`src/rtl/rcw_pkg.sv`:
```
// ----------------------------------------------------------------------------
// rcw_pkg
// Shared types and codes for the replay counter window.
// ----------------------------------------------------------------------------
package rcw_pkg;

  localparam int unsigned CNT_W = 32;

  // verdict codes
  localparam logic [1:0] VERDICT_ACCEPT = 2'd0;
  localparam logic [1:0] VERDICT_DUP    = 2'd1;
  localparam logic [1:0] VERDICT_OLD    = 2'd2;
  localparam logic [1:0] VERDICT_NONE   = 2'd3;

  // one window entry as it travels around the ring
  typedef struct packed {
    logic             valid;
    logic [CNT_W-1:0] count;
  } entry_t;

endpackage

```
`src/rtl/rcw_if.sv`:
```
// ----------------------------------------------------------------------------
// rcw_in_if / rcw_out_if
// Valid/ready channels carrying a packet counter in and a verdict out.
// ----------------------------------------------------------------------------
interface rcw_in_if;
  logic        valid;
  logic        ready;
  logic [31:0] packet_counter;

  modport source (output valid, output packet_counter, input ready);
  modport sink   (input valid, input packet_counter, output ready);
endinterface

interface rcw_out_if;
  logic       valid;
  logic       ready;
  logic [1:0] verdict;

  modport source (output valid, output verdict, input ready);
  modport sink   (input valid, input verdict, output ready);
endinterface

```
`src/rtl/rcw_cell.sv`:
```
// ----------------------------------------------------------------------------
// rcw_cell
// One stage of the entry ring: holds an entry, takes its neighbor's on shift.
// ----------------------------------------------------------------------------
module rcw_cell
  import rcw_pkg::*;
(
  input  logic   clk,
  input  logic   rst_n,
  input  logic   shift,
  input  entry_t d,
  output entry_t q
);

  logic             valid_r;
  logic [CNT_W-1:0] count_r;

  always_ff @(posedge clk) begin
    if (!rst_n) begin
      valid_r <= 1'b0;
    end else if (shift) begin
      valid_r <= d.valid;
    end
  end

  always_ff @(posedge clk) begin
    if (shift) begin
      count_r <= d.count;
    end
  end

  assign q.valid = valid_r;
  assign q.count = count_r;

endmodule

```
`src/rtl/rcw_ctrl.sv`:
```
// ----------------------------------------------------------------------------
// rcw_ctrl
// Ring head: sequences the scan and update passes, checks and rewrites the
// entry leaving the last cell, and owns both channels.
// ----------------------------------------------------------------------------
module rcw_ctrl
  import rcw_pkg::*;
#(
  parameter int unsigned WINDOW   = 64,
  parameter int unsigned CAPACITY = 128
) (
  input  logic      clk,
  input  logic      rst_n,
  rcw_in_if.sink    in_if,
  rcw_out_if.source out_if,
  input  entry_t    head,
  output entry_t    feedback,
  output logic      shift
);

  localparam int unsigned CW = (CAPACITY > 1) ? $clog2(CAPACITY) : 1;
  localparam logic [CNT_W:0] WIN_EXT = (CNT_W+1)'(WINDOW);
  localparam logic [CW-1:0]  LAST_IDX = CW'(CAPACITY - 1);

  typedef enum logic [3:0] {
    ST_IDLE   = 4'b0001,
    ST_SCAN   = 4'b0010,
    ST_UPDATE = 4'b0100,
    ST_EMIT   = 4'b1000
  } state_t;

  state_t           state_r, state_nxt;
  logic [CW-1:0]    cnt_r, cnt_nxt;
  logic [CNT_W-1:0] v_r, v_nxt;
  logic [CNT_W-1:0] hi_r, hi_nxt;
  logic [CNT_W-1:0] min_r, min_nxt;
  logic             old_r, old_nxt;
  logic             dup_r, dup_nxt;
  logic             room_r, room_nxt;
  logic             ins_r, ins_nxt;
  logic [1:0]       verdict_r, verdict_nxt;
  logic             out_valid_r, out_valid_nxt;
  logic [1:0]       out_verdict_r, out_verdict_nxt;

  logic             in_go;
  logic             emit_go;
  logic             last;
  logic             stale;
  logic             hit;
  logic [CNT_W:0]   head_age;
  logic [CNT_W:0]   in_age;

  assign in_if.ready    = (state_r == ST_IDLE);
  assign in_go          = in_if.valid && in_if.ready;
  assign out_if.valid   = out_valid_r;
  assign out_if.verdict = out_verdict_r;
  assign emit_go        = (state_r == ST_EMIT) && (!out_valid_r || out_if.ready);
  assign last           = (cnt_r == LAST_IDX);
  assign shift          = (state_r == ST_SCAN) || (state_r == ST_UPDATE);

  // head entry is outside the window of the new word once count + WINDOW <= v
  assign head_age = {1'b0, head.count} + WIN_EXT;
  assign stale    = head.valid && (head_age <= {1'b0, v_r});
  assign hit      = head.valid && (head.count == v_r);
  assign in_age   = {1'b0, in_if.packet_counter} + WIN_EXT;

  // update pass rewrites the head entry on its way back to cell 0
  always_comb begin
    feedback = head;
    if (state_r == ST_UPDATE) begin
      priority if (ins_r && room_r && (!head.valid || stale)) begin
        feedback.valid = 1'b1;
        feedback.count = v_r;
      end else if (ins_r && !room_r && head.valid && (head.count == min_r)) begin
        feedback.valid = 1'b1;
        feedback.count = v_r;
      end else if (stale) begin
        feedback.valid = 1'b0;
      end else begin
        feedback = head;
      end
    end
  end

  always_comb begin
    state_nxt       = state_r;
    cnt_nxt         = cnt_r;
    v_nxt           = v_r;
    hi_nxt          = hi_r;
    min_nxt         = min_r;
    old_nxt         = old_r;
    dup_nxt         = dup_r;
    room_nxt        = room_r;
    ins_nxt         = ins_r;
    verdict_nxt     = verdict_r;
    out_valid_nxt   = out_valid_r;
    out_verdict_nxt = out_verdict_r;

    if (out_valid_r && out_if.ready) begin
      out_valid_nxt = 1'b0;
    end

    unique case (state_r)
      ST_IDLE: begin
        if (in_go) begin
          v_nxt     = in_if.packet_counter;
          old_nxt   = (in_age <= {1'b0, hi_r});
          dup_nxt   = 1'b0;
          room_nxt  = 1'b0;
          min_nxt   = '1;
          cnt_nxt   = '0;
          state_nxt = ST_SCAN;
        end
      end
      ST_SCAN: begin
        if (hit) begin
          dup_nxt = 1'b1;
        end
        if (!head.valid || stale) begin
          room_nxt = 1'b1;
        end
        if (head.valid && (head.count < min_r)) begin
          min_nxt = head.count;
        end
        cnt_nxt = cnt_r + 1'b1;
        if (last) begin
          cnt_nxt = '0;
          priority if (dup_r || hit) begin
            verdict_nxt = VERDICT_DUP;
            state_nxt   = ST_EMIT;
          end else if (old_r) begin
            verdict_nxt = VERDICT_OLD;
            state_nxt   = ST_EMIT;
          end else begin
            ins_nxt   = 1'b1;
            state_nxt = ST_UPDATE;
          end
        end
      end
      ST_UPDATE: begin
        if (ins_r && (room_r ? (!head.valid || stale)
                             : (head.valid && (head.count == min_r)))) begin
          ins_nxt = 1'b0;
        end
        cnt_nxt = cnt_r + 1'b1;
        if (last) begin
          cnt_nxt     = '0;
          verdict_nxt = VERDICT_ACCEPT;
          if (v_r > hi_r) begin
            hi_nxt = v_r;
          end
          state_nxt = ST_EMIT;
        end
      end
      ST_EMIT: begin
        if (emit_go) begin
          out_valid_nxt   = 1'b1;
          out_verdict_nxt = verdict_r;
          state_nxt       = ST_IDLE;
        end
      end
      default: begin
        state_nxt = ST_IDLE;
      end
    endcase
  end

  always_ff @(posedge clk) begin
    if (!rst_n) begin
      state_r     <= ST_IDLE;
      cnt_r       <= '0;
      hi_r        <= '0;
      ins_r       <= 1'b0;
      out_valid_r <= 1'b0;
    end else begin
      state_r     <= state_nxt;
      cnt_r       <= cnt_nxt;
      hi_r        <= hi_nxt;
      ins_r       <= ins_nxt;
      out_valid_r <= out_valid_nxt;
    end
  end

  always_ff @(posedge clk) begin
    v_r           <= v_nxt;
    min_r         <= min_nxt;
    old_r         <= old_nxt;
    dup_r         <= dup_nxt;
    room_r        <= room_nxt;
    verdict_r     <= verdict_nxt;
    out_verdict_r <= out_verdict_nxt;
  end

  // the new word always finds a slot during the update pass
  a_insert_done: assert property (@(posedge clk) disable iff (!rst_n)
    (state_r == ST_UPDATE) && last |=> !ins_r)
    else $error("update pass ended without inserting the word");

  // only a fresh, non-duplicate word reaches the update pass
  a_update_clean: assert property (@(posedge clk) disable iff (!rst_n)
    (state_r == ST_UPDATE) |-> !dup_r && !old_r)
    else $error("rejected word entered update pass");

  // ring only moves while a pass is running, and passes start at position 0
  a_pass_start: assert property (@(posedge clk) disable iff (!rst_n)
    in_go |=> (state_r == ST_SCAN) && (cnt_r == '0))
    else $error("scan pass did not start aligned");

  a_verdict_code: assert property (@(posedge clk) disable iff (!rst_n)
    out_valid_r |-> (out_verdict_r != VERDICT_NONE))
    else $error("undefined verdict code");

  // highest accepted only moves on an accept
  a_hi_stable: assert property (@(posedge clk) disable iff (!rst_n)
    (state_r != ST_UPDATE) |=> $stable(hi_r))
    else $error("highest counter changed outside update");

endmodule

```
`src/rtl/replay_counter_window.sv`:
```
// ----------------------------------------------------------------------------
// replay_counter_window
// Anti-replay sliding window: a ring of entry cells rotated past one check
// and rewrite head.
//
//   channel | dir | handshake          | word
//   in_if   | in  | valid/ready        | packet_counter[31:0]
//   out_if  | out | valid/ready        | verdict[1:0]
//
// Each word makes one scan pass around the ring; a rejected word then
// goes to its verdict, an accepted one adds an update pass first. The
// single head unit sees one cell per cycle. Reset clears all valid bits
// and the highest counter at once. The verdict register lets the next word
// be accepted while a verdict waits; a word finishing while the previous
// verdict is still stalled waits in the head until it is taken.
// ----------------------------------------------------------------------------
module replay_counter_window
  import rcw_pkg::*;
#(
  parameter int unsigned WINDOW   = 64,
  parameter int unsigned CAPACITY = 128
) (
  input  logic      clk,
  input  logic      rst_n,
  rcw_in_if.sink    in_if,
  rcw_out_if.source out_if
);

  entry_t ring [CAPACITY];
  entry_t feedback;
  logic   shift;

  rcw_ctrl #(
    .WINDOW   (WINDOW),
    .CAPACITY (CAPACITY)
  ) u_ctrl (
    .clk      (clk),
    .rst_n    (rst_n),
    .in_if    (in_if),
    .out_if   (out_if),
    .head     (ring[CAPACITY-1]),
    .feedback (feedback),
    .shift    (shift)
  );

  for (genvar i = 0; i < CAPACITY; i++) begin : g_cell
    if (i == 0) begin : g_first
      rcw_cell u_cell (
        .clk   (clk),
        .rst_n (rst_n),
        .shift (shift),
        .d     (feedback),
        .q     (ring[i])
      );
    end else begin : g_next
      rcw_cell u_cell (
        .clk   (clk),
        .rst_n (rst_n),
        .shift (shift),
        .d     (ring[i-1]),
        .q     (ring[i])
      );
    end
  end

endmodule
```
`src/flat_wrapper.sv`:
```
// flat-port wrapper written by rule: the top's interface ports become plain ports
module replay_counter_window_flat import rcw_pkg::*;
#(
  parameter int unsigned WINDOW   = 64,
  parameter int unsigned CAPACITY = 128
)
  (clk, rst_n, in_if_valid, in_if_packet_counter, in_if_ready, out_if_valid, out_if_verdict, out_if_ready);
  rcw_in_if in_if_i ();
  rcw_out_if out_if_i ();
  input  logic clk;
  input  logic rst_n;
  input wire logic [$bits(in_if_i.valid)-1:0] in_if_valid;
  input wire logic [$bits(in_if_i.packet_counter)-1:0] in_if_packet_counter;
  output wire logic [$bits(in_if_i.ready)-1:0] in_if_ready;
  output wire logic [$bits(out_if_i.valid)-1:0] out_if_valid;
  output wire logic [$bits(out_if_i.verdict)-1:0] out_if_verdict;
  input wire logic [$bits(out_if_i.ready)-1:0] out_if_ready;
  assign in_if_i.valid = in_if_valid;
  assign in_if_i.packet_counter = in_if_packet_counter;
  assign in_if_ready = in_if_i.ready;
  assign out_if_valid = out_if_i.valid;
  assign out_if_verdict = out_if_i.verdict;
  assign out_if_i.ready = out_if_ready;
  replay_counter_window #(.WINDOW(WINDOW), .CAPACITY(CAPACITY)) u_core (.clk(clk), .rst_n(rst_n), .in_if(in_if_i), .out_if(out_if_i));
endmodule
```
`config.mk`:
```
export PLATFORM = sky130hd
export DESIGN_NAME = replay_counter_window_flat
export DESIGN_NICKNAME = d
export VERILOG_FILES = /design/src/rtl/rcw_pkg.sv /design/src/rtl/rcw_if.sv /design/src/rtl/rcw_cell.sv /design/src/rtl/rcw_ctrl.sv /design/src/rtl/replay_counter_window.sv /design/src/flat_wrapper.sv
export SDC_FILE = /design/constraint.sdc
export NUM_CORES = 2
export LEC_CHECK = 0
export ABC_AREA = 1
export BUFFER_PORTS_ARGS = -buffer_cell sky130_fd_sc_hd__buf_2
export CAP_MARGIN = 20
export CORE_MARGIN = 2
export CORE_UTILIZATION = 40
export CTS_CLUSTER_SIZE = 14
export DETAILED_ROUTE_END_ITERATION = 8
export GPL_TIMING_DRIVEN = 0
export PLACE_DENSITY = 0.54
export SETUP_SLACK_MARGIN = 0.02
export SKIP_LAST_GASP = 1
export SYNTH_ARGS = -nofsm -noshare
export SYNTH_HDL_FRONTEND = slang
export SYNTH_SLANG_ARGS = --single-unit
```
`constraint.sdc`:
```
create_clock -name clk -period 143.4 [get_ports clk]
set_clock_uncertainty 0.15 [all_clocks]
set_input_delay 28.68 -clock clk [delete_from_list [all_inputs] [get_ports clk]]
set_output_delay 28.68 -clock clk [all_outputs]
set_load 0.02 [all_outputs]
```
* After elaboration in Yosys (flattened, before gate mapping)
Cells that the tools add are included.
** Word-level totals
- Register bits after elaboration :: 4340
- Input bits :: 36
- Output and inout bits :: 4
- Word-level logic and storage cells :: 363
** Cells by class
- $add $sub $neg :: 3
- Magnitude comparators :: 4
- Equality and inequality tests :: 18
- Mux-type cells :: 36
- Reduce and logical (&&, ||, !) cells :: 34
** Operators by type and width (number)
- $mux 33 :: 3
- $add 32x7->33 const B :: 2
- $le 33x32->1 :: 2
- $eq 32x32->1 :: 2
- $mux 32 :: 2
- $pmux 32 s2 :: 1
- $gt 32x32->1 :: 1
- $lt 32x32->1 :: 1
- $mux 4 :: 6
- $pmux 4 s4 :: 1
- $mux 7 :: 2
- $pmux 7 s2 :: 1
- $logic_and 1x1->1 :: 13
- $mux 1 :: 12
- $ne 2x2->1 const B :: 6
- $reduce_and 3->1 :: 4
- $mux 2 :: 4
- $ne 2x1->1 const B :: 4
- $reduce_and 4->1 :: 2
- $add 7x1->7 const B :: 1
- $eq 7x7->1 const B :: 1
- $pmux 1 s2 :: 3
- $reduce_and 2->1 :: 3
- $reduce_bool 2->1 :: 3
- other kinds (10) :: 15

* Longest topological paths before layout
- Word-level depth :: 8
- Gate-level depth with buffers :: 24
- Depth with buffers taken out :: 22

* Modules after synthesis
From an unflattened synthesis, not the netlist that was laid out.
** Second synthesis, totals
- Cell total of the unflattened synthesis :: 6267
- Area total of the unflattened synthesis :: 138814.4 sq um
** By module, submodules not included
- rcw_cell :: instances 128, cells each 39, area each 1009.7 sq um, sequential area each 980.9 sq um
- rcw_ctrl :: instances 1, cells each 1275, area each 9570.4 sq um, sequential area each 3032.9 sq um

* Worst setup path after synthesis
No wires, ideal clock.
- Path kind :: reg2reg
- From :: register u_core.u_ctrl.state_r[0]
- To :: register u_core.g_cell[127].g_next.u_cell.valid_r
- Library setup time :: 1.839 ns
- Data arrival time :: 49.263 ns
- Data required time :: 141.411 ns
- Slack :: 92.149 ns
- Stages on the path, launching flop included :: 9
- Path buffers :: 2
- Period minus slack after synthesis :: 51.251 ns
- Cells stage by stage :: dfxtp_1 nor2_2 inv_2 nor3_4 inv_2 nand2_2 buf_2 buf_2 a21oi_1
** Between the ends
- Cells in the longest elaborated chain, start to end :: 2
- Elaborated cells on any way between the ends :: 3
- Those cells by class :: 2 x eq/ne; 1 x reduce/logical
** RTL lines
- from (decl) :: RTL line rcw_ctrl.sv:32 : state_t state_r, state_nxt;
- from (signal assigned) :: RTL line rcw_ctrl.sv:176 : state_r <= state_nxt;
- $eq 4x2->1 or $eq 4x3->1 (tied branches) :: RTL line rcw_ctrl.sv:59 : assign shift = (state_r == ST_SCAN) || (state_r == ST_UPDATE);
- $logic_or 1x1->1 (*) :: RTL line rcw_ctrl.sv:59
- net u_core.g_cell[0].g_first.u_cell.shift :: RTL line rcw_cell.sv:10 : input logic shift,
- to (signal assigned) :: RTL line rcw_cell.sv:22 : valid_r <= d.valid;
- to (decl) :: RTL line rcw_cell.sv:15 : logic valid_r;
The timed path passes the listed nets; every way through them passes the cells marked *.
A chain may end at the register's enable or synchronous reset.

* Final worst setup path
- From :: input in_if_packet_counter[8]
- To :: register u_core.u_ctrl.old_r, data pin
** Between the ends
- Cells in the longest elaborated chain, start to end :: 2
** RTL lines
- from (decl) :: RTL line flat_wrapper.sv:13 : input wire logic [$bits(in_if_i.packet_counter)-1:0] in_if_packet_counter;
- $add 32x7->33 :: RTL line rcw_ctrl.sv:65 : assign in_age = {1'b0, in_if.packet_counter} + WIN_EXT;
- $le 33x32->1 :: RTL line rcw_ctrl.sv:107 : old_nxt = (in_age <= {1'b0, hi_r});
- to (signal assigned) :: RTL line rcw_ctrl.sv:187 : old_r <= old_nxt;
- to (decl) :: RTL line rcw_ctrl.sv:37 : logic old_r, old_nxt;
Every way passes these cells.

==> run_results.csv <==
group,metric,value,unit
logic_synthesis,synth_top_family_by_area,"simple AND/OR/NAND/NOR gates",
logic_synthesis,synth_ff_type,"edfxtp_1",
setup_path,arrival,31660,ps
sta,finalSetupViolCount,0,
sta,final_max_slew_viol_count,0,
final_layout,regArea,0.129,mm^2
logic_synthesis,synthCells,5989,
hold_path,worstHoldPathType,"flop to flop",
cts,postCtsHoldBufs,0,
floorplanning,dieArea,0.347,mm^2
final_layout,fin_nets,6641,
logic_synthesis,synth_warnings,0,
sta,worst_pin_slew,1030,ps
cts,cts_resized,0,
final_layout,multiInputGateArea,0.00729,mm^2
logic_synthesis,synth_mux_area_frac,0,
cts,cts.sinks,4340,
setup_path,path_max_fanout,4,
logic_synthesis,synth-xor-area-share,0.00320,
sta,max_freq,32.1,MHz
drt,drt-total-wl,190000,um
sta,fin_crit_sh,0.218,
cts,cts_buffer_depth,4,
sta,period_needed,31190,ps
drt,drtPass1Iterations,8,
final_layout,drive_above_1_share,0.101,
floorplanning,die_h,589,um
global_routing,grt_pass1_vias,50700,
logic_synthesis,ys_types,45,
logic_synthesis,ys_ff_latch,4340,
logic_synthesis,synth_nets,6156,
final_layout,postLayoutCoreUtil,0.461,
place,gp_congestion,0.731,
logic_synthesis,ys_seq_area_frac,0.938,
floorplanning,rows,214,
drt,vias,51300,
cts,clkSlewWorstSetupHoldPaths,60,ps
global_routing,grt_usage,0.106,
cts,cts_tree,"done",
floorplanning,die_w,589,um
cts,clkLatencyLatePin,920,ps
logic_synthesis,synth_compound_area_frac,0.0110,
setup_path,critPathLaunchType,"primary input",
pwr,p_per_area,17.2,mW/mm^2
floorplanning,core-area,0.340,mm^2
setup_path,cp.required,143870,ps
logic_synthesis,synthSimpleGateAreaFrac,0.0269,
pwr,leakagePower,50.9,nW
setup_path,worstSetupPathType,"primary input to flop",
final_layout,fin_cells,11400,
setup_path,crit_path_end_kind,"flop",
run,maxCapViolCount,0,
sta,hold_viol,0,
logic_synthesis,syn_avg_cell_area,22.9,um^2
logic_synthesis,syn_area,0.137,mm^2
final_layout,nFillCells,28000,
cts,cts-root-buf,"clkbuf_16",
sta,tns,0,ps
floorplanning,io_pins,40,
cts,cts_setup_buffers,0,
drt,drcViolationCount,0,
cts,cts_buffers,419,
drt,drt_iter0_drc,4831,
final_layout,synthToLayoutAreaGrowth,14.5,%
floorplanning,start_util,0.403,
place,io_buffer_count,38,
global_routing,grt_overflow,0,
place,place_hpwl,96800,um
drt,via_per_inst,4.51,
logic_synthesis,synthArstFlopShare,0,
drt,wire_per_inst,16.7,um
global_routing,grt_pass1_wl,294000,um
global_routing,grt_max_degree,198,
cts,cts.htree.levels,5,
logic_synthesis,synth-adder-area-share,0.0120,
logic_synthesis,synth_edf_count,4167,
drt,ant_nets,0,
final_layout,final_cell_mix,"edfxtp_1, clkbuf_16, nor2_1",
outcome,status,"complete, no violations",
sta,rsz0062_at_grt,"no",
global_routing,antenna_found_initial,10,
final_layout,layout_commonest_cell,"edfxtp_1",
place,dp_cells,10600,
pwr,ir_drop,0.0110,mV
sta,max_slew_margin,0.312,
==> flip-flops by register name, indices dropped and copies added (netlist names), 4 cells and up <==
register / cells
u_core.u_ctrl.v_r: 32
u_core.u_ctrl.min_r: 32
u_core.g_cell.g_first.u_cell.count_r: 32
u_core.g_cell.g_next.u_cell.valid_r: 127
u_core.g_cell.g_next.u_cell.count_r: 4064
u_core.u_ctrl.hi_r: 32
u_core.u_ctrl.state_r: 4
u_core.u_ctrl.cnt_r: 7
==> report_power, final <==
group / switching, mW / total (mW) / internal (mW)
Combinational: 0.0778 / 0.0945 / 0.0167
Clock: 0.453 / 1.05 / 0.600
Sequential: 0.0321 / 1.56 / 1.52
==> kinds of logic (layout without fill, tap and decap cells) <==
family | count (synthesis) | in the layout
flip-flops | 4340 | 4340
AND/OR/NAND/NOR | 887 | 887
buffers and inverters | 292 | 1129
AO/OA/AOI/OAI | 289 | 289
adder cells (fa/ha/maj) | 131 | 131
XOR/XNOR | 50 | 50
other | 0 | 3
==> synthesized netlist by cell type, drive strengths merged (11+ instances only) <==
library cell  count  area share
nor3             26      0.0012
nor2            377       0.010
clkbuf           45      0.0012
xnor2            11     0.00070
o21ai           166      0.0061
dfxtp           173       0.025
a21oi           105      0.0039
xor2             39      0.0025
nand2           332      0.0092
nand4            26      0.0012
buf              28      0.0015
ha              131       0.012
inv             219      0.0060
nand3           103      0.0039
edfxtp         4167        0.91
==> layer usage <==
metal / share of wire / GRT usage / vias to the layer above
met5: 0 / 0 / -
met2: 0.40 / 0.141 / 794
li1: - / - / 24000
met4: 0.024 / 0.0345 / 0
met3: 0.041 / 0.0218 / 330
met1: 0.53 / 0.172 / 26100
==> path summary, 6_finish.rpt <==
| check | from | cells past startpoint | slack [ps] | endpoint |
|---|---|---|---|---|
| min reg2reg | u_core.g_cell[116].g_next.u_cell.count_r[31] | 0 | 240 | u_core.g_cell[117].g_next.u_cell.count_r[31] |
| min | u_core.g_cell[116].g_next.u_cell.count_r[31] | 0 | 240 | u_core.g_cell[117].g_next.u_cell.count_r[31] |
| max | in_if_packet_counter[8] | 17 | 112210 | u_core.u_ctrl.old_r |
| max reg2reg | u_core.u_ctrl.state_r[3] | 13 | 136840 | u_core.g_cell[63].g_next.u_cell.count_r[6] |
==> area by class of cell <==
class / count / share of cell area
timing repair buffer: 64 / 0.00577
tap: 4536 / 0.0362
antenna: 3 / 0.0000478
sequential: 4340 / 0.819
clock inverter: 242 / 0.0144
multi-input combinational: 1357 / 0.0464
inverter: 219 / 0.00524
clock buffer: 531 / 0.0700
buffer: 73 / 0.00246
==> worst max-delay path, cell delays in order <==
cell and delay (ps):
buf_2 120, inv_1 60, nor2_1 280, nand3_1 190, nor2_1 270, nand2_1 160
nor2_1 140, xor2_1 200, inv_1 80, ha_1 300, inv_1 50, nor3_1 230
nand4_1 190, nor2_1 280, nand3b_1 210, nand3_1 140, nand2_1 90
==> per-stage QoR <==
| step | area [um^2] | hold WS, ps | setup slack [ps] | total power, mW |
|---|---|---|---|---|
| 3_3_place_gp | 143000 | 250 | 76630 | 2.04 |
| 2_1_floorplan | 137000 | 250 | 92150 | 1.91 |
| 3_5_place_dp | 144000 | 255 | 111210 | 1.68 |
| 6_report | 157000 | 242 | 112210 | 2.70 |
| 5_1_grt | 157000 | 248 | 111900 | 2.82 |
| 4_1_cts | 157000 | 240 | 112210 | 2.75 |
Power figures use the tool's default switching activity.
